## src/rtl/nfca_pkg.sv

```systemverilog
package nfca_pkg;

    localparam int ARENA_WORDS = 1024;
    localparam int WORD_BYTES  = 4;

    localparam int ADDR_W   = $clog2(ARENA_WORDS);
    localparam int BYTES_W  = 12;
    localparam int NEED_MAX = ((1 << BYTES_W) - 1 + 2 * WORD_BYTES - 1) / WORD_BYTES;
    localparam int NEED_W   = $clog2(NEED_MAX + 1);
    localparam int SUM_W    = $clog2(ARENA_WORDS + NEED_MAX);
    localparam int BUDGET   = 2 * ARENA_WORDS;
    localparam int BUDGET_W = $clog2(BUDGET + 1);
    localparam int TOP_WORD = ARENA_WORDS - 1;

    localparam logic CMD_ALLOC = 1'b0;
    localparam logic CMD_FREE  = 1'b1;

    // one header: index of the next header and the busy bit
    typedef struct packed {
        logic [ADDR_W-1:0] next;
        logic              busy;
    } link_t;

    typedef struct packed {
        logic              we;
        logic [ADDR_W-1:0] waddr;
        link_t             wdata;
        logic [ADDR_W-1:0] raddr;
    } ram_req_t;

    typedef enum logic [2:0] {
        ST_CLEAR,
        ST_IDLE,
        ST_FREE,
        ST_EVAL_P,
        ST_EVAL_Q,
        ST_WR_P
    } state_t;

    // header contents written by the clearing pass after reset
    function automatic link_t clear_value(input logic [ADDR_W-1:0] addr);
        link_t v;
        v = '0;
        if (addr == '0) begin
            v.next = ADDR_W'(1);
            v.busy = 1'b1;
        end else if (addr == ADDR_W'(1)) begin
            v.next = ADDR_W'(TOP_WORD);
            v.busy = 1'b0;
        end else if (addr == ADDR_W'(TOP_WORD)) begin
            v.next = '0;
            v.busy = 1'b1;
        end
        return v;
    endfunction

endpackage

```

## src/rtl/nfca_seq.sv

```systemverilog
module nfca_seq (
    input  logic                                clk,
    input  logic                                rst_n,
    input  logic                                start,
    input  logic                                cmd,
    input  logic [nfca_pkg::BYTES_W-1:0]        request_bytes,
    input  logic [nfca_pkg::ADDR_W-1:0]         payload_address,
    input  nfca_pkg::link_t                     rd_data,
    output nfca_pkg::ram_req_t                  ram_req,
    output logic                                busy,
    output logic                                done,
    output logic [nfca_pkg::ADDR_W-1:0]         block_address,
    output logic                                failed
);

    localparam int AW = nfca_pkg::ADDR_W;

    nfca_pkg::state_t state_reg, state_next;
    logic [AW-1:0]                   p_reg, p_next;
    logic [AW-1:0]                   q_reg, q_next;
    logic [AW-1:0]                   split_reg, split_next;
    logic [AW-1:0]                   hint_reg, hint_next;
    logic [AW-1:0]                   clr_reg, clr_next;
    logic [nfca_pkg::NEED_W-1:0]     need_reg, need_next;
    logic [nfca_pkg::BUDGET_W-1:0]   budget_reg, budget_next;
    logic                            laps_reg, laps_next;
    logic                            done_reg, done_next;
    logic [AW-1:0]                   addr_reg, addr_next;
    logic                            fail_reg, fail_next;

    logic [nfca_pkg::BYTES_W:0]      bytes_round;
    logic [nfca_pkg::SUM_W-1:0]      end_sum;
    logic [AW-1:0]                   free_hdr;
    logic                            fits;

    // shared adder/compare: end of the needed block against the next header
    assign end_sum = nfca_pkg::SUM_W'(p_reg) + nfca_pkg::SUM_W'(need_reg);
    assign fits    = nfca_pkg::SUM_W'(q_reg) >= end_sum;

    assign bytes_round = (nfca_pkg::BYTES_W+1)'(request_bytes)
                       + (nfca_pkg::BYTES_W+1)'(2 * nfca_pkg::WORD_BYTES - 1);
    assign free_hdr    = payload_address - AW'(1);

    always_ff @(posedge clk or negedge rst_n)
    begin
        if (!rst_n)
        begin
            state_reg  <= nfca_pkg::ST_CLEAR;
            clr_reg    <= '0;
            hint_reg   <= '0;
            done_reg   <= 1'b0;
            laps_reg   <= 1'b0;
            budget_reg <= '0;
        end
        else
        begin
            state_reg  <= state_next;
            clr_reg    <= clr_next;
            hint_reg   <= hint_next;
            done_reg   <= done_next;
            laps_reg   <= laps_next;
            budget_reg <= budget_next;
        end
    end

    always_ff @(posedge clk)
    begin
        p_reg     <= p_next;
        q_reg     <= q_next;
        split_reg <= split_next;
        need_reg  <= need_next;
        addr_reg  <= addr_next;
        fail_reg  <= fail_next;
    end

    always_comb
    begin
        state_next    = state_reg;
        p_next        = p_reg;
        q_next        = q_reg;
        split_next    = split_reg;
        hint_next     = hint_reg;
        clr_next      = clr_reg;
        need_next     = need_reg;
        budget_next   = budget_reg;
        laps_next     = laps_reg;
        done_next     = 1'b0;
        addr_next     = addr_reg;
        fail_next     = fail_reg;
        ram_req.we    = 1'b0;
        ram_req.waddr = p_reg;
        ram_req.wdata = '0;
        ram_req.raddr = p_reg;

        unique case (state_reg)
            nfca_pkg::ST_CLEAR:
            begin
                ram_req.we    = 1'b1;
                ram_req.waddr = clr_reg;
                ram_req.wdata = nfca_pkg::clear_value(clr_reg);
                if (clr_reg == AW'(nfca_pkg::TOP_WORD))
                begin
                    state_next = nfca_pkg::ST_IDLE;
                end
                else
                begin
                    clr_next = clr_reg + AW'(1);
                end
            end

            nfca_pkg::ST_IDLE:
            begin
                if (start)
                begin
                    addr_next = '0;
                    fail_next = 1'b0;
                    if (cmd == nfca_pkg::CMD_ALLOC)
                    begin
                        need_next     = nfca_pkg::NEED_W'(bytes_round / nfca_pkg::WORD_BYTES);
                        p_next        = hint_reg;
                        ram_req.raddr = hint_reg;
                        budget_next   = nfca_pkg::BUDGET_W'(nfca_pkg::BUDGET);
                        laps_next     = 1'b0;
                        state_next    = nfca_pkg::ST_EVAL_P;
                    end
                    else if (payload_address != '0 &&
                             (AW+1)'(free_hdr) < (AW+1)'(nfca_pkg::ARENA_WORDS))
                    begin
                        p_next        = free_hdr;
                        ram_req.raddr = free_hdr;
                        state_next    = nfca_pkg::ST_FREE;
                    end
                    else
                    begin
                        done_next = 1'b1;
                    end
                end
            end

            nfca_pkg::ST_FREE:
            begin
                ram_req.we    = 1'b1;
                ram_req.wdata = '{next: rd_data.next, busy: 1'b0};
                hint_next     = p_reg;
                done_next     = 1'b1;
                state_next    = nfca_pkg::ST_IDLE;
            end

            nfca_pkg::ST_EVAL_P:
            begin
                // rd_data is the header at p
                if (budget_reg == '0)
                begin
                    fail_next  = 1'b1;
                    done_next  = 1'b1;
                    state_next = nfca_pkg::ST_IDLE;
                end
                else
                begin
                    budget_next = budget_reg - nfca_pkg::BUDGET_W'(1);
                    if (!rd_data.busy)
                    begin
                        q_next        = rd_data.next;
                        ram_req.raddr = rd_data.next;
                        state_next    = nfca_pkg::ST_EVAL_Q;
                    end
                    else if (rd_data.next < p_reg && laps_reg)
                    begin
                        fail_next  = 1'b1;
                        done_next  = 1'b1;
                        state_next = nfca_pkg::ST_IDLE;
                    end
                    else
                    begin
                        if (rd_data.next < p_reg)
                        begin
                            laps_next = 1'b1;
                        end
                        p_next        = rd_data.next;
                        ram_req.raddr = rd_data.next;
                    end
                end
            end

            nfca_pkg::ST_EVAL_Q:
            begin
                // rd_data is the header at q, p is free and links to q
                if (!rd_data.busy)
                begin
                    if (budget_reg == '0)
                    begin
                        fail_next  = 1'b1;
                        done_next  = 1'b1;
                        state_next = nfca_pkg::ST_IDLE;
                    end
                    else
                    begin
                        // merge q into p
                        budget_next   = budget_reg - nfca_pkg::BUDGET_W'(1);
                        ram_req.we    = 1'b1;
                        ram_req.wdata = '{next: rd_data.next, busy: 1'b0};
                        q_next        = rd_data.next;
                        ram_req.raddr = rd_data.next;
                    end
                end
                else if (fits)
                begin
                    split_next = end_sum[AW-1:0];
                    hint_next  = end_sum[AW-1:0];
                    addr_next  = p_reg + AW'(1);
                    if (q_reg != end_sum[AW-1:0])
                    begin
                        ram_req.we    = 1'b1;
                        ram_req.waddr = end_sum[AW-1:0];
                        ram_req.wdata = '{next: q_reg, busy: 1'b0};
                        state_next    = nfca_pkg::ST_WR_P;
                    end
                    else
                    begin
                        ram_req.we    = 1'b1;
                        ram_req.wdata = '{next: q_reg, busy: 1'b1};
                        done_next     = 1'b1;
                        state_next    = nfca_pkg::ST_IDLE;
                    end
                end
                else if (q_reg < p_reg && laps_reg)
                begin
                    fail_next  = 1'b1;
                    done_next  = 1'b1;
                    state_next = nfca_pkg::ST_IDLE;
                end
                else
                begin
                    if (q_reg < p_reg)
                    begin
                        laps_next = 1'b1;
                    end
                    p_next        = q_reg;
                    ram_req.raddr = q_reg;
                    state_next    = nfca_pkg::ST_EVAL_P;
                end
            end

            nfca_pkg::ST_WR_P:
            begin
                ram_req.we    = 1'b1;
                ram_req.wdata = '{next: split_reg, busy: 1'b1};
                done_next     = 1'b1;
                state_next    = nfca_pkg::ST_IDLE;
            end

            default:
            begin
                state_next = nfca_pkg::ST_IDLE;
            end
        endcase
    end

    assign busy          = (state_reg != nfca_pkg::ST_IDLE);
    assign done          = done_reg;
    assign block_address = addr_reg;
    assign failed        = fail_reg;

endmodule

```

## config.mk

```make
export PLATFORM = sky130hd
export DESIGN_NAME = nfca_seq
export DESIGN_NICKNAME = d
export VERILOG_FILES = /design/src/rtl/nfca_pkg.sv /design/src/rtl/nfca_seq.sv
export SDC_FILE = /design/constraint.sdc
export NUM_CORES = 1
export LEC_CHECK = 0
export ABC_CLOCK_PERIOD_IN_PS = 7200
export BUFFER_PORTS_ARGS = -buffer_cell sky130_fd_sc_hd__buf_2
export CAP_MARGIN = 30
export CORE_ASPECT_RATIO = 0.5
export CORE_MARGIN = 4
export CORE_UTILIZATION = 51
export CTS_CLUSTER_DIAMETER = 120
export CTS_CLUSTER_SIZE = 40
export DETAILED_ROUTE_END_ITERATION = 10
export GPL_TIMING_DRIVEN = 0
export PLACE_DENSITY = 0.74
export SLEW_MARGIN = 5
export SYNTH_ARGS = -nofsm -noshare
export SYNTH_HDL_FRONTEND = slang
export SYNTH_SLANG_ARGS = --single-unit
```

## constraint.sdc

```tcl
create_clock -name clk -period 7.2 [get_ports clk]
set_input_delay 1.8 -clock clk [delete_from_list [all_inputs] [get_ports clk]]
set_output_delay 1.8 -clock clk [all_outputs]
set_load 0.02 [all_outputs]
```

==> metrics <==
Leak=0.003366 uW; hold crit path type=register to register; area of the multi-input gates=3990 um^2; total grt overflow=0; Detailed Route Iter0 Violations=729; endpoints failing setup=0; Slew HR=33.88%; CTS tree=done; status=completed; commonest non-fill, non-tap cells in the layout=buf_2, nor2_1, nand2_1; CTS buffer count=9; Yosys warnings=0; Cells after DPL=1,004; CP endpoint kind=output port; area delta synth->final=15.16%; die area=15,290 um^2; IO Pins=82; sequential cell area=2487 um^2; sequential cell area fraction in the yosys report=36.75%; CP Data Arrival Time=5.19 ns; # DRC=0; DIE WIDTH=170.9 um; fill count=1,157; starting density of the core=52.85%; root buf cell=clkbuf_16; number of global-route vias before repair=5,893; core area=12,810 um^2; CP required=5.40 ns; input/output buffers=79; H-tree depth=3; Skew-Pair Late Insertion Delay=0.35 ns; cells on worst reg2reg path=18; Antenna Nets Post-Route=0; CTS hold repair buffers=0; WL final=22.40 mm; Unique masters post-synth=74; max FFs per register=12; crit share post-route=97.13%; Final min period=6.993 ns; Vias/cell=6.317; Finished Core Util=60.86%; antenna diode count=0; initial antenna violation count=0; hpwl dp=17.06 mm; number of synthesized flops with an enable pin=52; Syn Inst Count=753; Setup Skew=0.008377 ns; gr usage total=29.15%; Worst-path clk slew=0.07 ns; largest net degree at the start of global routing=38; share of cells above drive strength 1=17.04%; WHS=0.5043 ns; Min-Delay Path Depth=1; via count=6,488; Die Y=89.47 um; post-synthesis async set-or-reset flop share=41.57%; Post-Syn Nets=833; pre-CTS setup slack=0.1729 ns; Synth top area share=23.07%; nets@finish=932; achievable frequency=143.0 MHz; maximum vdd ir drop=0.0002015 V; endpoints failing hold=0; CP max FO=10; Startpoint Class=register; Syn Std Cell Area=6769 um^2; average size of a mapped cell=8.989 um^2; Power, Total=3825 uW; most common cell after layout, fill and taps aside=buf_2; # clock sinks=89; final worst slack=0.2068 ns; final instance count without filler cells=1,027; wire length per cell=21.81 um; Slew @ Worst Pin=0.9882 ns; first-pass GRT wire length=33.42 mm; final slew viol count=0; gpl congestion=0.9866; Rows=29; Max Root-Sink Buffers=2; max-cap viol count=0; cell type with the highest aggregate area in the netlist=edfxtp_1; #FFs+latches synth=89; power density cells=490.6 nW/um^2; synth top area cells=edfxtp_1, dfrtp_1, ha_1, nor2_1, xnor2_1; critical path type=register to output port; most used flip-flop cell after synthesis=edfxtp_1; drt pass-1 iters=5
==> stage by stage <==
| stage | setup TNS, ns | cell area, um^2 |
|---|---|---|
| floorplan | 0 | 6769 |
| global placement | 0 | 7377 |
| detailed placement | 0 | 7395 |
| CTS | 0 | 7696 |
| global route | -0.04265 | 7795 |
| finish | 0 | 7795 |
==> area by class of cell <==
cell class,count,area share (%)
Clock inverter,6,0.6581
Buffer,35,2.006
Tap cell,170,2.729
Clock buffer,10,2.986
Sequential cell,89,31.91
Multi-Input combinational cell,580,51.19
Timing Repair Buffer,88,6.164
Inverter,49,2.360
==> layer usage <==
metal	part of all wire, %	track usage [%]	up-vias
li1	-	-	3012
met1	44	41.90	3067
met2	42	44.73	368
met3	12	7.420	41
met4	1.5	6.614	0
met5	0	0	-
==> timing repair <==
| action | in CTS | in global routing |
|---|---|---|
| cloned | 0 | 0 |
| setup buffers | 1 | 5 |
| gates resized for setup | 2 | 6 |
| endpoints found under the setup margin | 20 | 32 |
| pin swaps | 0 | 1 |
==> logic make-up after synthesis <==
family,after synthesis,share of synthesized area [%]
buf+inv,84,4.935
compound gates,214,22.53
xor+xnor,44,5.693
mux,24,3.771
fa+ha+maj,44,8.225
simple gates,254,18.10
flops,89,36.75
==> power by group <==
part	switching (uW)	total (uW)	internal (uW)
Clock	224	468	244
Sequential	164	901	737
Combinational	1570	2460	891
Total	1950	3820	1870
==> cell usage after synthesis, types with 12 or more instances <==
master and number:
nand2_1 72, a21oi_1 40, dfrtp_1 37, o21ai_0 46
a221oi_1 13, ha_1 42, o221ai_1 14, mux2_2 12
clkbuf_1 28, a21o_1 14, nand3_1 19, nor2_1 77
xnor2_1 33, a31oi_1 14, edfxtp_1 52, mux2i_1 12
inv_1 48
==> critical path, cell delays in order, from the launching register on <==
cell and delay, ns:
edfxtp_1 0.53, ha_2 0.39, a21o_1 0.20, a21oi_2 0.26, and2_4 0.23, nor2_1 0.05
o21ai_0 0.15, nand2b_1 0.15, xnor2_4 0.21, ha_1 0.37, nand3_1 0.11, or3_1 0.33
o2111ai_1 0.13, a211oi_1 0.07, a221o_1 0.36, o22ai_4 0.25, a21o_4 0.17, buf_6 0.18
mux2i_1 0.34, o221ai_1 0.17, buf_2 0.18
==> path summary, 6_finish.rpt <==
kind                                  start               end  slack, ns
worst min register to register  hint_reg[5]       hint_reg[5]       0.50
min in group asynchronous             rst_n     budget_reg[3]       1.40
worst max-delay path               p_reg[3]        ram_req[9]       0.21
worst min-delay path            hint_reg[5]       hint_reg[5]       0.50
worst max register to register     p_reg[3]  block_address[1]       2.03
max in group asynchronous             rst_n       hint_reg[7]       5.32
No activity file was read; power rests on OpenSTA's default activity.
